[src/rtl/ipsc_pkg.sv]
// ipsc_pkg: shared types, codes and constants for the inactivity power state controller
// used by every module in rtl/, depends on nothing
package ipsc_pkg;

    localparam int COUNT_WIDTH = 20;
    localparam int TICKS_W     = 20;
    localparam int PCT_W       = 7;
    localparam int CFG_IDX_W   = 2;
    localparam int CFG_DATA_W  = 20;

    localparam logic [TICKS_W-1:0] IDLE_TICKS_RESET  = TICKS_W'(60 * 1000);
    localparam logic [TICKS_W-1:0] OFF_TICKS_RESET   = TICKS_W'(5 * 60 * 1000);
    localparam logic [PCT_W-1:0]   IDLE_BRIGHT_RESET = PCT_W'(5);
    localparam logic [PCT_W-1:0]   PCT_MAX           = PCT_W'(100);

    localparam logic [CFG_IDX_W-1:0] CFG_IDLE_TICKS  = 2'd0;
    localparam logic [CFG_IDX_W-1:0] CFG_OFF_TICKS   = 2'd1;
    localparam logic [CFG_IDX_W-1:0] CFG_IDLE_BRIGHT = 2'd2;

    typedef enum logic [1:0] {
        PM_ACTIVE = 2'd0,
        PM_IDLE   = 2'd1,
        PM_OFF    = 2'd2
    } t_power_mode;

    typedef enum logic [2:0] {
        FN_TICK     = 3'd0,
        FN_ACTIVITY = 3'd1,
        FN_CHARGE   = 3'd2,
        FN_IDLE_NOW = 3'd3,
        FN_OFF_NOW  = 3'd4,
        FN_SET_AUTO = 3'd5
    } t_func;

    typedef enum logic [2:0] {
        ACT_NONE          = 3'd0,
        ACT_ENTER_IDLE    = 3'd1,
        ACT_EXIT_IDLE     = 3'd2,
        ACT_EXIT_IDLE_CHG = 3'd3,
        ACT_POWER_OFF     = 3'd4,
        ACT_CANCEL_CHG    = 3'd5,
        ACT_DEFERRED      = 3'd6
    } t_action;

    typedef struct packed {
        logic [2:0]       func;
        logic             charge_read_ok;
        logic             charger_active;
        logic             mode_undecided;
        logic             auto_value;
        logic [PCT_W-1:0] current_brightness;
    } t_item;

    typedef struct packed {
        logic [1:0]       power_state;
        logic [2:0]       action;
        logic             backlight_write;
        logic [PCT_W-1:0] backlight_value;
        logic             peripherals_reduced;
        logic             charging_exempt;
    } t_result;

    function automatic logic [PCT_W-1:0] sat_pct(input logic [PCT_W-1:0] v);
        return (v > PCT_MAX) ? PCT_MAX : v;
    endfunction

endpackage

[src/rtl/ipsc_in_stage.sv]
// ipsc_in_stage: input register holding one word ahead of the state update
// depends on ipsc_pkg
module ipsc_in_stage (
    input  logic            i_clk,
    input  logic            i_rst_n,
    input  logic            i_valid,
    output logic            o_ready,
    input  ipsc_pkg::t_item i_item,
    input  logic            i_take,
    output logic            o_valid,
    output ipsc_pkg::t_item o_item
);

    logic            r_valid;
    logic            n_valid;
    ipsc_pkg::t_item r_item;
    logic            load;

    assign o_ready = !r_valid || i_take;
    assign load    = i_valid && o_ready;

    always_comb begin
        n_valid = r_valid;
        if (load) begin
            n_valid = 1'b1;
        end else if (i_take) begin
            n_valid = 1'b0;
        end
    end

    always_ff @(posedge i_clk) begin
        if (!i_rst_n) begin
            r_valid <= 1'b0;
        end else begin
            r_valid <= n_valid;
        end
    end

    always_ff @(posedge i_clk) begin
        if (load) begin
            r_item <= i_item;
        end
    end

    assign o_valid = r_valid;
    assign o_item  = r_item;

endmodule

[src/rtl/ipsc_core.sv]
// ipsc_core: configuration registers, power mode, countdowns and the single-pass update
// depends on ipsc_pkg
module ipsc_core (
    input  logic                                i_clk,
    input  logic                                i_rst_n,
    input  logic                                i_cfg_we,
    input  logic [ipsc_pkg::CFG_IDX_W-1:0]      i_cfg_idx,
    input  logic [ipsc_pkg::CFG_DATA_W-1:0]     i_cfg_data,
    input  logic                                i_fire,
    input  ipsc_pkg::t_item                     i_item,
    output ipsc_pkg::t_result                   o_result
);

    localparam int CW = ipsc_pkg::COUNT_WIDTH;
    localparam int PW = ipsc_pkg::PCT_W;

    logic [ipsc_pkg::TICKS_W-1:0] r_idle_ticks;
    logic [ipsc_pkg::TICKS_W-1:0] r_off_ticks;
    logic [PW-1:0]                r_idle_bright;

    ipsc_pkg::t_power_mode r_mode, n_mode;
    logic [CW-1:0]         r_idle_cnt, n_idle_cnt;
    logic [CW-1:0]         r_off_cnt, n_off_cnt;
    logic                  r_idle_armed, n_idle_armed;
    logic                  r_off_armed, n_off_armed;
    logic                  r_chg, n_chg;
    logic                  r_auto, n_auto;
    logic [PW-1:0]         r_saved, n_saved;

    logic [CW-1:0] idle_load;
    logic [CW-1:0] off_load;
    logic [PW-1:0] cur_sat;
    logic [PW-1:0] idle_sat;
    logic          restore;

    assign idle_load = CW'(r_idle_ticks);
    assign off_load  = CW'(r_off_ticks);
    assign cur_sat   = ipsc_pkg::sat_pct(i_item.current_brightness);
    assign idle_sat  = ipsc_pkg::sat_pct(r_idle_bright);
    // leaving idle restores the saved level only if the user left the dim level alone
    assign restore   = (cur_sat == idle_sat);

    always_ff @(posedge i_clk) begin
        if (!i_rst_n) begin
            r_idle_ticks  <= ipsc_pkg::IDLE_TICKS_RESET;
            r_off_ticks   <= ipsc_pkg::OFF_TICKS_RESET;
            r_idle_bright <= ipsc_pkg::IDLE_BRIGHT_RESET;
        end else if (i_cfg_we) begin
            case (i_cfg_idx)
                ipsc_pkg::CFG_IDLE_TICKS:  r_idle_ticks  <= i_cfg_data;
                ipsc_pkg::CFG_OFF_TICKS:   r_off_ticks   <= i_cfg_data;
                ipsc_pkg::CFG_IDLE_BRIGHT: r_idle_bright <= i_cfg_data[PW-1:0];
                default: ;
            endcase
        end
    end

    always_comb begin
        logic          fire_idle;
        logic          fire_off;
        logic [2:0]    act;
        logic          wr;
        logic [PW-1:0] val;
        ipsc_pkg::t_func fn;

        fn           = ipsc_pkg::t_func'(i_item.func);
        n_mode       = r_mode;
        n_idle_cnt   = r_idle_cnt;
        n_off_cnt    = r_off_cnt;
        n_idle_armed = r_idle_armed;
        n_off_armed  = r_off_armed;
        n_chg        = r_chg;
        n_auto       = r_auto;
        n_saved      = r_saved;
        fire_idle    = 1'b0;
        fire_off     = 1'b0;
        act          = ipsc_pkg::ACT_NONE;
        wr           = 1'b0;
        val          = '0;

        case (fn)
            ipsc_pkg::FN_TICK: begin
                // a count of zero fires like a count of one
                if (r_idle_armed) begin
                    if (r_idle_cnt <= CW'(1)) begin
                        n_idle_armed = 1'b0;
                        fire_idle    = 1'b1;
                    end else begin
                        n_idle_cnt = r_idle_cnt - CW'(1);
                    end
                end
                if (r_off_armed) begin
                    if (r_off_cnt <= CW'(1)) begin
                        n_off_armed = 1'b0;
                        fire_off    = 1'b1;
                    end else begin
                        n_off_cnt = r_off_cnt - CW'(1);
                    end
                end
            end
            ipsc_pkg::FN_ACTIVITY: begin
                if (r_mode != ipsc_pkg::PM_OFF && r_auto && !r_chg) begin
                    n_idle_cnt   = idle_load;
                    n_off_cnt    = off_load;
                    n_idle_armed = 1'b1;
                    n_off_armed  = 1'b1;
                    if (r_mode == ipsc_pkg::PM_IDLE) begin
                        n_mode = ipsc_pkg::PM_ACTIVE;
                        act    = ipsc_pkg::ACT_EXIT_IDLE;
                        if (restore) begin
                            wr  = 1'b1;
                            val = r_saved;
                        end
                    end
                end
            end
            ipsc_pkg::FN_CHARGE: begin
                if (r_mode != ipsc_pkg::PM_OFF && i_item.charge_read_ok) begin
                    n_chg = i_item.charger_active;
                    if (r_chg != i_item.charger_active) begin
                        if (i_item.charger_active) begin
                            n_idle_armed = 1'b0;
                            n_off_armed  = 1'b0;
                            if (r_mode == ipsc_pkg::PM_IDLE) begin
                                n_mode = ipsc_pkg::PM_ACTIVE;
                                act    = ipsc_pkg::ACT_EXIT_IDLE_CHG;
                                if (restore) begin
                                    wr  = 1'b1;
                                    val = r_saved;
                                end
                            end else begin
                                act = ipsc_pkg::ACT_CANCEL_CHG;
                            end
                        end else begin
                            n_idle_cnt   = idle_load;
                            n_off_cnt    = off_load;
                            n_idle_armed = 1'b1;
                            n_off_armed  = 1'b1;
                        end
                    end
                end
            end
            ipsc_pkg::FN_IDLE_NOW: begin
                n_idle_armed = 1'b0;
                fire_idle    = 1'b1;
            end
            ipsc_pkg::FN_OFF_NOW: begin
                n_off_armed = 1'b0;
                fire_off    = 1'b1;
            end
            ipsc_pkg::FN_SET_AUTO: begin
                n_auto = i_item.auto_value;
                if (i_item.auto_value) begin
                    if (!r_chg) begin
                        n_idle_cnt   = idle_load;
                        n_off_cnt    = off_load;
                        n_idle_armed = 1'b1;
                        n_off_armed  = 1'b1;
                    end
                end else begin
                    n_idle_armed = 1'b0;
                    n_off_armed  = 1'b0;
                    if (r_mode == ipsc_pkg::PM_IDLE) begin
                        n_mode = ipsc_pkg::PM_ACTIVE;
                        act    = ipsc_pkg::ACT_EXIT_IDLE;
                        if (restore) begin
                            wr  = 1'b1;
                            val = r_saved;
                        end
                    end
                end
            end
            default: ;
        endcase

        // idle expiry goes first, off expiry may then override action and write
        if (fire_idle && n_mode == ipsc_pkg::PM_ACTIVE && n_auto) begin
            if (i_item.charge_read_ok) begin
                n_chg = i_item.charger_active;
            end
            if (i_item.charge_read_ok && i_item.charger_active) begin
                n_idle_armed = 1'b0;
                n_off_armed  = 1'b0;
                act          = ipsc_pkg::ACT_CANCEL_CHG;
            end else begin
                n_mode  = ipsc_pkg::PM_IDLE;
                n_saved = cur_sat;
                act     = ipsc_pkg::ACT_ENTER_IDLE;
                wr      = 1'b1;
                val     = (cur_sat != '0) ? idle_sat : '0;
            end
        end

        if (fire_off && n_mode != ipsc_pkg::PM_OFF && n_auto) begin
            if (i_item.charge_read_ok) begin
                n_chg = i_item.charger_active;
            end
            if (i_item.charge_read_ok && i_item.charger_active) begin
                n_idle_armed = 1'b0;
                n_off_armed  = 1'b0;
                act          = ipsc_pkg::ACT_CANCEL_CHG;
            end else if (i_item.mode_undecided) begin
                act = ipsc_pkg::ACT_DEFERRED;
            end else begin
                n_mode       = ipsc_pkg::PM_OFF;
                n_idle_armed = 1'b0;
                n_off_armed  = 1'b0;
                act          = ipsc_pkg::ACT_POWER_OFF;
                wr           = 1'b1;
                val          = '0;
            end
        end

        o_result.power_state         = n_mode;
        o_result.action              = act;
        o_result.backlight_write     = wr;
        o_result.backlight_value     = val;
        o_result.peripherals_reduced = (n_mode != ipsc_pkg::PM_ACTIVE);
        o_result.charging_exempt     = n_chg;
    end

    always_ff @(posedge i_clk) begin
        if (!i_rst_n) begin
            r_mode       <= ipsc_pkg::PM_ACTIVE;
            r_idle_cnt   <= CW'(ipsc_pkg::IDLE_TICKS_RESET);
            r_off_cnt    <= CW'(ipsc_pkg::OFF_TICKS_RESET);
            r_idle_armed <= 1'b1;
            r_off_armed  <= 1'b1;
            r_chg        <= 1'b0;
            r_auto       <= 1'b1;
            r_saved      <= '0;
        end else if (i_fire) begin
            r_mode       <= n_mode;
            r_idle_cnt   <= n_idle_cnt;
            r_off_cnt    <= n_off_cnt;
            r_idle_armed <= n_idle_armed;
            r_off_armed  <= n_off_armed;
            r_chg        <= n_chg;
            r_auto       <= n_auto;
            r_saved      <= n_saved;
        end
    end

endmodule

[src/rtl/ipsc_out_stage.sv]
// ipsc_out_stage: result register that holds a word until the consumer takes it
// depends on ipsc_pkg
module ipsc_out_stage (
    input  logic              i_clk,
    input  logic              i_rst_n,
    input  logic              i_load,
    input  ipsc_pkg::t_result i_result,
    output logic              o_free,
    output logic              o_valid,
    input  logic              i_ready,
    output ipsc_pkg::t_result o_result
);

    logic              r_valid;
    logic              n_valid;
    ipsc_pkg::t_result r_result;

    assign o_free = !r_valid || i_ready;

    always_comb begin
        n_valid = r_valid;
        if (i_load) begin
            n_valid = 1'b1;
        end else if (i_ready) begin
            n_valid = 1'b0;
        end
    end

    always_ff @(posedge i_clk) begin
        if (!i_rst_n) begin
            r_valid <= 1'b0;
        end else begin
            r_valid <= n_valid;
        end
    end

    always_ff @(posedge i_clk) begin
        if (i_load) begin
            r_result <= i_result;
        end
    end

    assign o_valid  = r_valid;
    assign o_result = r_result;

endmodule

[src/rtl/inactivity_power_state_controller.sv]
// Inactivity power state controller: takes one word per clock cycle at full rate. Each
// word passes an input register, one pass through the countdown compare/decrement and the
// power mode update, and a result register, where the result is held until the consumer
// takes it; the throughput is one word per cycle, and only a stalled result port holds
// the input back. Configuration writes take effect at once and must be made while no
// word is in flight.
// top level: instantiates ipsc_in_stage, ipsc_core and ipsc_out_stage, uses ipsc_pkg
module inactivity_power_state_controller (
    input  logic                            i_clk,
    input  logic                            i_rst_n,
    input  logic                            i_cfg_we,
    input  logic [ipsc_pkg::CFG_IDX_W-1:0]  i_cfg_idx,
    input  logic [ipsc_pkg::CFG_DATA_W-1:0] i_cfg_data,
    input  logic                            i_in_valid,
    output logic                            o_in_ready,
    input  logic [2:0]                      i_func,
    input  logic                            i_charge_read_ok,
    input  logic                            i_charger_active,
    input  logic                            i_mode_undecided,
    input  logic                            i_auto_value,
    input  logic [ipsc_pkg::PCT_W-1:0]      i_current_brightness,
    output logic                            o_out_valid,
    input  logic                            i_out_ready,
    output logic [1:0]                      o_power_state,
    output logic [2:0]                      o_action,
    output logic                            o_backlight_write,
    output logic [ipsc_pkg::PCT_W-1:0]      o_backlight_value,
    output logic                            o_peripherals_reduced,
    output logic                            o_charging_exempt
);

    ipsc_pkg::t_item   in_item;
    ipsc_pkg::t_item   held_item;
    ipsc_pkg::t_result core_result;
    ipsc_pkg::t_result out_result;
    logic              held_valid;
    logic              out_free;
    logic              fire;

    assign in_item.func               = i_func;
    assign in_item.charge_read_ok     = i_charge_read_ok;
    assign in_item.charger_active     = i_charger_active;
    assign in_item.mode_undecided     = i_mode_undecided;
    assign in_item.auto_value         = i_auto_value;
    assign in_item.current_brightness = i_current_brightness;

    // a held word is processed as soon as the result register has room
    assign fire = held_valid && out_free;

    ipsc_in_stage u_in (
        .i_clk   (i_clk),
        .i_rst_n (i_rst_n),
        .i_valid (i_in_valid),
        .o_ready (o_in_ready),
        .i_item  (in_item),
        .i_take  (fire),
        .o_valid (held_valid),
        .o_item  (held_item)
    );

    ipsc_core u_core (
        .i_clk      (i_clk),
        .i_rst_n    (i_rst_n),
        .i_cfg_we   (i_cfg_we),
        .i_cfg_idx  (i_cfg_idx),
        .i_cfg_data (i_cfg_data),
        .i_fire     (fire),
        .i_item     (held_item),
        .o_result   (core_result)
    );

    ipsc_out_stage u_out (
        .i_clk    (i_clk),
        .i_rst_n  (i_rst_n),
        .i_load   (fire),
        .i_result (core_result),
        .o_free   (out_free),
        .o_valid  (o_out_valid),
        .i_ready  (i_out_ready),
        .o_result (out_result)
    );

    assign o_power_state         = out_result.power_state;
    assign o_action              = out_result.action;
    assign o_backlight_write     = out_result.backlight_write;
    assign o_backlight_value     = out_result.backlight_value;
    assign o_peripherals_reduced = out_result.peripherals_reduced;
    assign o_charging_exempt     = out_result.charging_exempt;

`ifndef SYNTHESIS
    a_off_matches_state: assert property (@(posedge i_clk) disable iff (!i_rst_n)
        (fire && core_result.action == ipsc_pkg::ACT_POWER_OFF)
            |-> (core_result.power_state == ipsc_pkg::PM_OFF && core_result.backlight_write))
        else $error("power off result without off state and backlight write");

    a_held_word_kept: assert property (@(posedge i_clk) disable iff (!i_rst_n)
        (held_valid && !fire) |=> held_valid)
        else $error("held input word dropped before processing");

    a_no_write_no_value: assert property (@(posedge i_clk) disable iff (!i_rst_n)
        (o_out_valid && !o_backlight_write) |-> (o_backlight_value == '0))
        else $error("backlight value set without a write");

    a_reduced_tracks_mode: assert property (@(posedge i_clk) disable iff (!i_rst_n)
        o_out_valid |-> (o_peripherals_reduced == (o_power_state != ipsc_pkg::PM_ACTIVE)))
        else $error("peripheral reduction out of step with power state");
`endif

endmodule
[config.mk]
export PLATFORM = sky130hd
export DESIGN_NAME = inactivity_power_state_controller
export DESIGN_NICKNAME = d
export VERILOG_FILES = /design/src/rtl/ipsc_pkg.sv /design/src/rtl/ipsc_in_stage.sv /design/src/rtl/ipsc_core.sv /design/src/rtl/ipsc_out_stage.sv /design/src/rtl/inactivity_power_state_controller.sv
export SDC_FILE = /design/constraint.sdc
export NUM_CORES = 1
export LEC_CHECK = 0
export BUFFER_PORTS_ARGS = -buffer_cell sky130_fd_sc_hd__buf_4
export CAP_MARGIN = 10
export CELL_PAD_IN_SITES_DETAIL_PLACEMENT = 0
export CELL_PAD_IN_SITES_GLOBAL_PLACEMENT = 2
export CORE_AREA = 2 2 151 153
export DETAILED_ROUTE_END_ITERATION = 10
export DIE_AREA = 0 0 153 155
export HOLD_SLACK_MARGIN = 0.03
export PLACE_DENSITY_LB_ADDON = 0.15
export SETUP_SLACK_MARGIN = 0.15
export SLEW_MARGIN = 20
export SYNTH_ARGS = -nofsm -noshare
export SYNTH_HDL_FRONTEND = slang
export SYNTH_SLANG_ARGS = --single-unit
[constraint.sdc]
create_clock -name i_clk -period 3.8 [get_ports i_clk]
set_input_delay 0.38 -clock i_clk [delete_from_list [all_inputs] [get_ports i_clk]]
set_output_delay 0.38 -clock i_clk [all_outputs]
set_load 0.05 [all_outputs]
# Yosys cells after proc, flatten, opt, wreduce, memory -nomap -nowiden
# Cells that the tools add are included.
# Widths: inputs -> output; s select.
dict set report op_classes {
  add_sub_neg 2
  n_reduce_logical 29
  n_mul 0
  n_bitwise 1
  mux 116
  order_cmp 4
  n_eq_ne 22
  shifts 0
  n_div 0
}
# operator count
set ops {}
lappend ops {{$mux 20} 16}
lappend ops {{$pmux 20 s4} 2}
lappend ops {{$mux 7} 15}
lappend ops {{$mux 1} 52}
lappend ops {{$le 20x1->1 const B} 2}
lappend ops {{$sub 20x1->20 const B} 2}
lappend ops {{$mux 2} 14}
lappend ops {{$mux 3} 9}
lappend ops {{$pmux 7 s3} 1}
lappend ops {{$reduce_and 10->1} 2}
lappend ops {{$gt 7x7->1 const B} 2}
lappend ops {{$ne 2x2->1 const B} 7}
lappend ops {{$logic_and 1x1->1} 10}
lappend ops {{$ne 2x1->1 const B} 5}
lappend ops {{$pmux 1 s5} 2}
lappend ops {{$pmux 3 s3} 1}
lappend ops {{$eq 7x7->1} 1}
lappend ops {{$reduce_bool 7->1} 1}
lappend ops {{$eq 3x2->1 const B} 2}
lappend ops {{$eq 3x3->1 const B} 2}
lappend ops {{$pmux 2 s3} 1}
lappend ops {{$reduce_and 2->1} 3}
lappend ops {{$reduce_bool 2->1} 3}
lappend ops {{$eq 2x1->1 const B} 2}
lappend ops {{12 further kinds} 17}
dict set report totals {
  wordCells 199
  regBits 131
  inputBits 41
  latch_bits 0
  ram_bits 0
  rom_bits 0
  memories 0
}

# Longest topological paths before layout
# Gate-level depths: netlist of the first run.
dict set report depth {
  depth_word 15
  depth_mapped 10
  depth_no_buf 8
}

# By module
# From an unflattened synthesis of the first run, not the netlist that was laid out.
dict set report hier_totals {
  hier_cells 809
  area_unflattened_um2 6623.9
}
# mod seq_area_each_um2 instances area_per_inst_um2 cells_per_inst
set by_module_without_submodules {}
lappend by_module_without_submodules {ipsc_core 2001.9 1 5640.4 770}
lappend by_module_without_submodules {ipsc_out_stage 470.5 1 499.2 19}
lappend by_module_without_submodules {ipsc_in_stage 440.4 1 478.0 19}
lappend by_module_without_submodules {inactivity_power_state_controller 0.0 1 6.3 1}

# Worst setup path before layout of the first run
# OpenSTA, ideal clock, no wires.
dict set report synth_path {
  path_type {register to register}
  startpoint {reg u_out.r_valid (netlist: u_out.o_valid)}
  endpoint {reg u_core.r_idle_cnt[13]}
  stages_incl_launch_ff 9
  setup_slack_ns 1.494
  arrival_time_ns 2.184
  n_path_buf 2
  cell_sequence {dfxtp_1 -> nor2b_1 -> nand2b_1 -> clkbuf_1 -> nor4_2 -> o211a_1 -> buf_2 -> nand2_1 -> a221o_1}
}
dict set report synth_via {
  elab_chain_cells 4
}
# item line
set synth_lines {}
lappend synth_lines {{start, declared} ipsc_out_stage.sv:14} ;# logic r_valid;
lappend synth_lines {{start signal, assigned} ipsc_out_stage.sv:33} ;# r_valid <= n_valid;
lappend synth_lines {{$logic_not 1->1} ipsc_out_stage.sv:18} ;# assign o_free = !r_valid || i_ready;
lappend synth_lines {{$logic_or 1x1->1} ipsc_out_stage.sv:18}
lappend synth_lines {{$logic_and 1x1->1} inactivity_power_state_controller.sv:48} ;# assign fire = held_valid && out_free;
lappend synth_lines {{$reduce_and 10->1 (no line)} --}
lappend synth_lines {{end signal, assigned} ipsc_core.sv:225} ;# r_idle_cnt <= CW'(ipsc_pkg::IDLE_TICKS_RESET);
lappend synth_lines {{end signal, assigned} ipsc_core.sv:234} ;# r_idle_cnt <= n_idle_cnt;
lappend synth_lines {{end, declared} ipsc_core.sv:22} ;# logic [CW-1:0] r_idle_cnt, n_idle_cnt;
# No other way between the ends.
# A chain may end at the register's enable or synchronous reset.

# Final worst setup path of the first run
dict set report layout_path {
  startpoint {reg u_in.r_item (netlist bit u_in.o_item[9])}
  endpoint {reg u_core.r_idle_cnt[15]}
}
dict set report layout_via {
  elab_chain_cells 3
  word_cells_on_any_way 4
  classes_between {eq/ne: 3; reduce/logical: 1}
}
# item line
set layout_lines {}
lappend layout_lines {{start, declared} ipsc_in_stage.sv:16} ;# ipsc_pkg::t_item r_item;
lappend layout_lines {{start signal, assigned} ipsc_in_stage.sv:41} ;# r_item <= i_item;
lappend layout_lines {{$ne 1x1->1} ipsc_core.sv:120} ;# if (r_chg != i_item.charger_active) begin
lappend layout_lines {{$ne 2x1->1 (no line)} --}
lappend layout_lines {{$reduce_and 10->1 (no line) (*)} --}
# Every way passes the cells marked *; elsewhere a longest branch is shown, timed or not.

==> summary.md, run 1 <==
| Metric | Value |
|---|---|
| Setup Fix Bufs, Post-CTS | 0 |
| Required @ worst endpoint | 4110 ps |
| RSZ-0062 raised after global routing | no |
| CTS tree | built |
| Diode count | 0 |
| Via count | 6035 |
| Starting Density | 29.4% |
| Commonest cells after routing, fill and taps aside | nand2_1, dfxtp_1, a21oi_1 |
| Reg-to-Reg End | u_core.r_idle_cnt[15]$_SDFFE_PN1P_ |
| Least-Margin Pin Slew | 913 ps |
| Mapped Cells | 795 |
| Worst Setup SP | u_in.o_item[9]$_DFFE_PP_ |
| CTS Buf Count | 17 |
| Setup TNS Final | 0 ps |
| RR Startpoint | u_in.o_item[9]$_DFFE_PP_ |
| Fin Clk Skew | 14.8 ps |
| Cell Area, Synth | 6530 sq um |
| Clock buffer depth | 2 |
| DRT antenna net count | 0 |
| CP delay by family, top | compound AO/OA/AOI/OAI gates |
| Vias per Instance | 5.38 |
| Final #Nets | 871 |
| Vias in the first global route | 6009 |
| Layout area overhead | 19.5% |
| Leakage power | 0.00288 uW |
| Final setup vio count | 0 |
| Final Critical Period | 2750 ps |
| Port Buffers | 57 |
| Cell taking the most area after synthesis | dfxtp_1 |
| Synth Net Count | 841 |
| Top post-synthesis cells by area | dfxtp_1, edfxtp_1, nand2_1 |
| P per Cell Area | 467 nW/um^2 |
| CTS root buffer | clkbuf_16 |
| Slowest cell delay on critical path | 610 ps |
| Crit path DAT | 3060 ps |
| Starting DRC count in detailed routing | 288 |
| Top Ports | 58 |
| Max cap viols | 0 |
| Critical path endpoint category | register |
| H-tree depth | 4 |
| Post-route DRC | 0 |
| Global-route wire length before repair | 32100 um |
| Most used cell along the critical path | o21ai_0 |
| Die Y | 155 um |
| DP Wirelength | 13700 um |
| Post_cts resized | 0 |
| Clock tree sinks | 131 |
| Max VDD drop | 0.000255 V |
| WL/cell | 17.9 um |
| Synth Area per Inst | 8.21 sq um |
| FF-to-FF path depth | 7 |
| Worst path slowest cell | o211a_1 |
| GR Overflow Total | 0 |
| Die Area | 23700 sq um |
| R2R setup slack | 1050 ps |
| Slew Viols, Final | 0 |
| Commonest non-fill, non-tap cell in the layout | nand2_1 |
| Final wirelength | 20100 um |
| CP bufs+invs | 0 |
| Std cell rows | 55 |
| Pin count of the biggest net entering global routing | 62 |
| Synth Register Bits | 131 |
| Share of cells above drive strength 1 | 13.9% |
| Setup Crit Path Kind | register to register |
| Core box area | 22200 sq um |
| YS warnings | 0 |
| Worst-path cell chain | ha_1 > nand2b_1 > o21ai_0 > a21o_1 > o211a_1 > o21ai_0 > a221o_1 |
| Post-synth EDFFs | 29 |
| Worst hold path type | input pin to register |
| Yosys top cell area share | 31.3% |
| Fin crit share | 72.3% |
| Clk slew on worst S/H paths | 60 ps |
| Outcome | finished clean |
| Sequential-to-total area share from yosys stat | 44.6% |
| Hold Buf Count CTS | 0 |
| Worst skew pair latency | 430 ps |
| Rel. slew slack | 38.9% |
| Fin. Hold Viols | 0 |
| Hold depth | 1 |
| Synth cell types | 70 |
| Routability cong. | 0.814 |
| Max Clock Freq | 364 MHz |
| Crit start category | register |
| Worst Hold End | u_in.o_item[11]$_DFFE_PP_ |
| Die width | 153 um |
| Gr usage total | 17.2% |
| HP Start | i_func[0] |
| Initial antenna violation count | 0 |
| Final Util | 35.1% |
| Max Fanout on Critical Path | 19 |
| Synth async-reset ratio | 0% |
| Synth Flop Type | dfxtp_1 |
| Pre-antenna DRT Iters | 4 |
-- layout make-up --
class                           instances  area, sq um
Fill cell                            2319        14400
Multi-Input combinational cell        596         3340
Sequential cell                       131         2910
Timing Repair Buffer                   65          513
Clock buffer                           20          478
Tap cell                              285          357
Clock inverter                         11          148
Inverter                               14         52.6
-- worst max path at each step --
| stage | end | slack (ps) | cells past startpoint |
|---|---|---|---|
| 6_report | u_core.r_idle_cnt[15]$_SDFFE_PN1P_ | 1050 | 7 |
| 5_1_grt | u_core.r_saved[2]$_SDFFE_PN0P_ | 730 | 6 |
| 4_1_cts | u_core.r_saved[5]$_SDFFE_PN0P_ | 980 | 6 |
| 3_5_place_dp | u_core.r_saved[5]$_SDFFE_PN0P_ | 1000 | 6 |
| 3_3_place_gp | u_out.o_result[0]$_DFFE_PP_ | 1070 | 6 |
| 2_1_floorplan | u_core.r_idle_cnt[13]$_SDFFE_PN1P_ | 1490 | 8 |
-- stage by stage --
step           std cells  power, uW  hold WS [ps]  instance area (sq um)  worst slack (ps)
2_1_floorplan        795       1790           432                   6530              1490
3_3_place_gp        1091       1920           445                   7170              1070
3_5_place_dp        1091       1920           448                   7170              1000
4_1_cts             1122       3690           116                   7800               977
5_1_grt             1122       3800           111                   7800               726
6_report            1122       3650           135                   7800              1050
-- where the power goes --
group,leakage (uW),switching (uW),internal [uW]
sequential,0.00111,43.3,1470
clock,0.000304,649,1110
combinational,0.00147,244,132
-- cells in the mapped netlist (5+ instances only) --
cell type  instances
a21oi_1           78
a221o_1            5
a22oi_1            5
a31o_2             5
a31oi_1            6
a32o_1             8
a32oi_1            5
and2_1             5
buf_2              6
clkbuf_1          43
dfxtp_1          102
edfxtp_1          29
ha_1               5
inv_1             14
mux2i_1            8
nand2_1          153
nand2b_1          10
nand3_1           41
nand3b_1           5
nand4_1            6
nor2_1            62
nor2b_1            6
nor3_1            20
nor4_1             7
o211ai_1          12
o21ai_0           52
o31ai_1           11
o32ai_1            5
or3_1              9
-- routing by layer --
metal  GRT usage [%]  vias up  share of wire [%]
met1            21.4     2909                 45
met3            3.65       27                4.5
met2            29.1      153                 49
li1                -     2946                  -
met4            6.79        0                1.7
met5               0        -                  0
-- logic make-up (layout without fill, tap and decap cells) --
kind of cell,Yosys count,in the layout,share of synthesized area (%)
XOR/XNOR,5,5,0.671
flip-flops,131,131,44.6
AO/OA/AOI/OAI,231,231,22.9
AND/OR/NAND/NOR,346,346,25.0
multiplexers,9,9,1.40
adder cells (fa/ha/maj),5,5,0.958
buffers and inverters,68,110,4.43
-- registers in the layout, indices dropped and copies added (netlist names), 2 cells and up --
register,flops
u_core.off_load,20
u_core.r_idle_bright,7
u_out.o_result,15
u_core.r_saved,7
u_core.idle_load,20
u_core.r_mode,2
u_in.o_item,14
u_core.r_idle_cnt,20
u_core.r_off_cnt,20
Power figures use the tool's default switching activity.
==> run 2: changes to the inputs <==
- ABC_AREA: not set -> 1
- CORE_AREA: 2 2 151 153 -> 2 2 152 154
- DIE_AREA: 0 0 153 155 -> 0 0 154 156
- clock period: 3.8 -> 2.3 ns (I/O delays scaled with it)
==> run 2 against run 1 <==
- routed wire length shrank 1.4%
- die area grew 1.3%
- worst hold slack lost 90 ps
- clock skew grew 5.0 ps
- flip-flop and latch count is the same
- clock power grew 54%
- area after synthesis grew 0.75%
- sequential share of layout area shrank 2.3 points
- critical path type unchanged
- largest cell class unchanged
- highest routed layer unchanged
==> summary.md, run 2 <==
| Metric | Value |
|---|---|
| FF-to-FF path depth | 10 (was 7) |
| Crit start category | register (unchanged) |
| RR Startpoint | u_in.o_item[12]$_DFFE_PP_ (was u_in.o_item[9]$_DFFE_PP_) |
| Port Buffers | 57 (unchanged) |
| RSZ-0062 raised after global routing | no (unchanged) |
| Synth cell types | 46 (was 70) |
| # fillers | 2396 (was 2319) |
| Top-count cell post-synth | nand2_1 (unchanged) |
| Core box area | 22400 sq um (was 22200 sq um) |
| Starting DRC count in detailed routing | 306 (was 288) |
| Crit path DAT | 2190 ps (was 3060 ps) |
| Synth async-reset ratio | 0% (unchanged) |
| Commonest non-fill, non-tap cell in the layout | nand2_1 (unchanged) |
| Reg-to-Reg End | u_out.o_result[7]$_DFFE_PP_ (was u_core.r_idle_cnt[15]$_SDFFE_PN1P_) |
| DRT antenna net count | 0 (unchanged) |
| DP Wirelength | 13700 um (about the same) |
| Die width | 154 um (was 153 um) |
| Pin count of the biggest net entering global routing | 86 (was 62) |
| H-tree depth | 4 (unchanged) |
| Final Critical Period | 2010 ps (was 2750 ps) |
| Combinational share of power | 13.2% (was 10.3%) |
| Synth Area per Inst | 7.29 sq um (was 8.21 sq um) |
| Starting Density | 29.4% (about the same) |
| Max Clock Freq | 497 MHz (was 364 MHz) |
| Share of cells above drive strength 1 | 18.5% (was 13.9%) |
| CP delay by family, top | simple AND/OR/NAND/NOR gates (was compound AO/OA/AOI/OAI gates) |
| Hold depth | 3 (was 1) |
| HP Start | i_cfg_data[13] (was i_func[0]) |
| WL/cell | 15.3 um (was 17.9 um) |
| Mapped Cells | 903 (was 795) |
| Cell taking the most area after synthesis | dfxtp_1 (unchanged) |
| Final wirelength | 19800 um (was 20100 um) |
| Internal power | 4390 uW (was 2710 uW) |
| Total Power | 6040 uW (was 3650 uW) |
| Routability cong. | 0.808 (was 0.814) |
| Synth Register Bits | 131 (unchanged) |
| Least-Margin Pin Slew | 794 ps (was 913 ps) |
| Synth Flop Type | dfxtp_1 (unchanged) |
| Fin Clk Skew | 19.8 ps (was 14.8 ps) |
| Final setup vio count | 0 (unchanged) |
| Critical path endpoint category | register (unchanged) |
| Initial antenna violation count | 0 (unchanged) |
| Slew Viols, Final | 0 (unchanged) |
| Cell Area, Synth | 6580 sq um (was 6530 sq um) |
| Via count | 6143 (was 6035) |
| Die Y | 156 um (was 155 um) |
| Clk slew on worst S/H paths | 60 ps (about the same) |
| Fin. Hold Viols | 0 (unchanged) |
| Setup Crit Path Kind | register to register (unchanged) |
| Std cell rows | 55 (unchanged) |
| Global-route wire length before repair | 32100 um (about the same) |
| Hold WS | 44.6 ps (was 135 ps) |
| Worst-path cell chain | inv_2 > nand2_4 > nor2_2 > o21ai_2 > nor2_2 > nand3_2 > nor2_2 > nand2_1 > inv_2 > a21oi_1 (was ha_1 > nand2b_1 > o21ai_0 > a21o_1 > o211a_1 > o21ai_0 > a221o_1) |
| Worst skew pair latency | 430 ps (about the same) |
| Die Area | 24000 sq um (was 23700 sq um) |
| Commonest cells after routing, fill and taps aside | nand2_1, nor2_1, dfxtp_1 (was nand2_1, dfxtp_1, a21oi_1) |
| Outcome | finished clean (unchanged) |
| Worst path slowest cell | edfxtp_1 (was o211a_1) |
| Clock buffer depth | 2 (unchanged) |
| Max cap viols | 0 (unchanged) |
| Gr usage total | 16.9% (was 17.2%) |
| Worst hold path type | input pin to register (unchanged) |
| GR Overflow Total | 0 (unchanged) |
| Setup TNS Final | 0 ps (unchanged) |
| P per Cell Area | 727 nW/um^2 (was 467 nW/um^2) |
| Net Sw Frac | 27.3% (was 25.7%) |
| YS warnings | 0 (unchanged) |
| Clock tree sinks | 131 (unchanged) |
| Post-synth EDFFs | 29 (unchanged) |
| Clk network pwr share | 44.5% (was 48.1%) |
| R2R setup slack | 290 ps (was 1050 ps) |
| Post-route DRC | 0 (unchanged) |
| Top Ports | 58 (unchanged) |
| Synth Net Count | 949 (was 841) |
| Slowest cell delay on critical path | 460 ps (was 610 ps) |
| Seq pwr share | 42.3% (was 41.6%) |
| Max Fanout on Critical Path | 7 (was 19) |
| Max VDD drop | 0.000365 V (was 0.000255 V) |
| Psw | 1650 uW (was 937 uW) |
| Rel. slew slack | 47.0% (was 38.9%) |
| Top post-synthesis cells by area | dfxtp_1, edfxtp_1, nand2_1 (unchanged) |
| Post-synth top cells | nand2_1, nor2_1, dfxtp_1, o21ai_0, inv_1 (was nand2_1, dfxtp_1, a21oi_1, nor2_1, o21ai_0) |
| CP bufs+invs | 2 (was 0) |
| Worst Hold End | u_core.idle_load[13]$_SDFFE_PN1P_ (was u_in.o_item[11]$_DFFE_PP_) |
| Vias in the first global route | 6067 (was 6009) |
| Diode count | 0 (unchanged) |
| Yosys top cell area share | 31.0% (was 31.3%) |
| CTS tree | built (unchanged) |
| CTS Buf Count | 17 (unchanged) |
| CTS root buffer | clkbuf_16 (unchanged) |
| Sequential-to-total area share from yosys stat | 44.3% (was 44.6%) |
| Layout area overhead | 26.3% (was 19.5%) |
| Final #Nets | 1038 (was 871) |
| Required @ worst endpoint | 2470 ps (was 4110 ps) |
| Fin crit share | 87.6% (was 72.3%) |
| Pre-antenna DRT Iters | 7 (was 4) |
| Vias per Instance | 4.76 (was 5.38) |
| Leakage power | 0.00348 uW (was 0.00288 uW) |
| Most used cell along the critical path | nor2_2 (was o21ai_0) |
-- run 2: per-layer routing --
layer  share of wire, %  wire, um  global-route usage, %  vias to the layer above
li1                   -         -                      -                     3196
met1                 48      9510                   22.0                     2823
met2                 48      9440                   29.0                      111
met3                3.2       630                   2.94                       13
met4                1.0       197                   4.81                        0
met5                  0         0                      0                        -
-- run 2: metrics by stage --
step | area (sq um) | instances | utilization (%) | setup slack, ps
floorplan | 6590 | 903 | - | 290
global placement | 7440 | 1238 | 33.3 | 208
detailed placement | 7440 | 1238 | 33.3 | 145
CTS | 8170 | 1285 | 36.5 | 201
global route | 8310 | 1290 | 37.2 | 140
finish | 8310 | 1290 | 37.2 | 286
-- run 2: logic make-up (layout without fill, tap and decap cells) --
logic type,Yosys count,in the layout,share of synthesized area [%]
compound gates,199,199,16.6
buf+inv,111,213,7.15
simple gates,451,451,30.2
flops,131,131,44.3
fa+ha+maj,5,5,0.951
xor+xnor,6,6,0.799
-- run 2: timing repair --
action,in CTS,in global routing
hold buffers,15,0
hold endpoints to repair,15,0
buffers inserted,0,5
gates cloned,0,0
endpoints found under the setup margin,9,33
gates resized for setup,1,27
pin swaps,0,5
-- run 2: area by class of cell --
cell class	instances	area [sq um]	share of cell area, %
tap	285	357	4.29
sequential	131	2910	35.0
clock inverter	12	129	1.55
multi-input combinational	661	3300	39.7
inverter	77	295	3.55
clock buffer	20	447	5.37
timing repair buffer	104	868	10.4
-- run 2: power by group through the flow --
| stage | sequential (uW) | combinational, uW | clock (uW) |
|---|---|---|---|
| floorplan | 2630 | 451 | 0 |
| global placement | 2600 | 762 | 0 |
| detailed placement | 2600 | 754 | 0 |
| CTS | 2550 | 779 | 2760 |
| global route | 2570 | 900 | 2860 |
| finish | 2560 | 798 | 2690 |
-- run 2: how the worst max path moves through the flow --
stage / start / to / cells past startpoint
global route: u_in.o_item[12]$_DFFE_PP_ / u_core.r_idle_cnt[13]$_SDFFE_PN1P_ / 10
floorplan: u_out.o_valid$_SDFFE_PN0P_ / u_in.o_item[0]$_DFFE_PP_ / 3
finish: u_in.o_item[12]$_DFFE_PP_ / u_out.o_result[7]$_DFFE_PP_ / 10
CTS: u_core.r_off_cnt[0]$_SDFFE_PN0P_ / u_out.o_result[7]$_DFFE_PP_ / 11
global placement: u_core.r_idle_cnt[0]$_SDFFE_PN0P_ / u_core.r_idle_cnt[6]$_SDFFE_PN1P_ / 11
detailed placement: u_core.r_idle_cnt[0]$_SDFFE_PN0P_ / u_out.o_result[5]$_DFFE_PP_ / 12
-- run 2: worst register-to-register path: cells and delay by family (launching register included) --
family,cells,cell delay [ps]
DFF,1,460
AOI/OAI and AO/OA,2,160
buffers and inverters,2,310
and+or+nand+nor,6,830
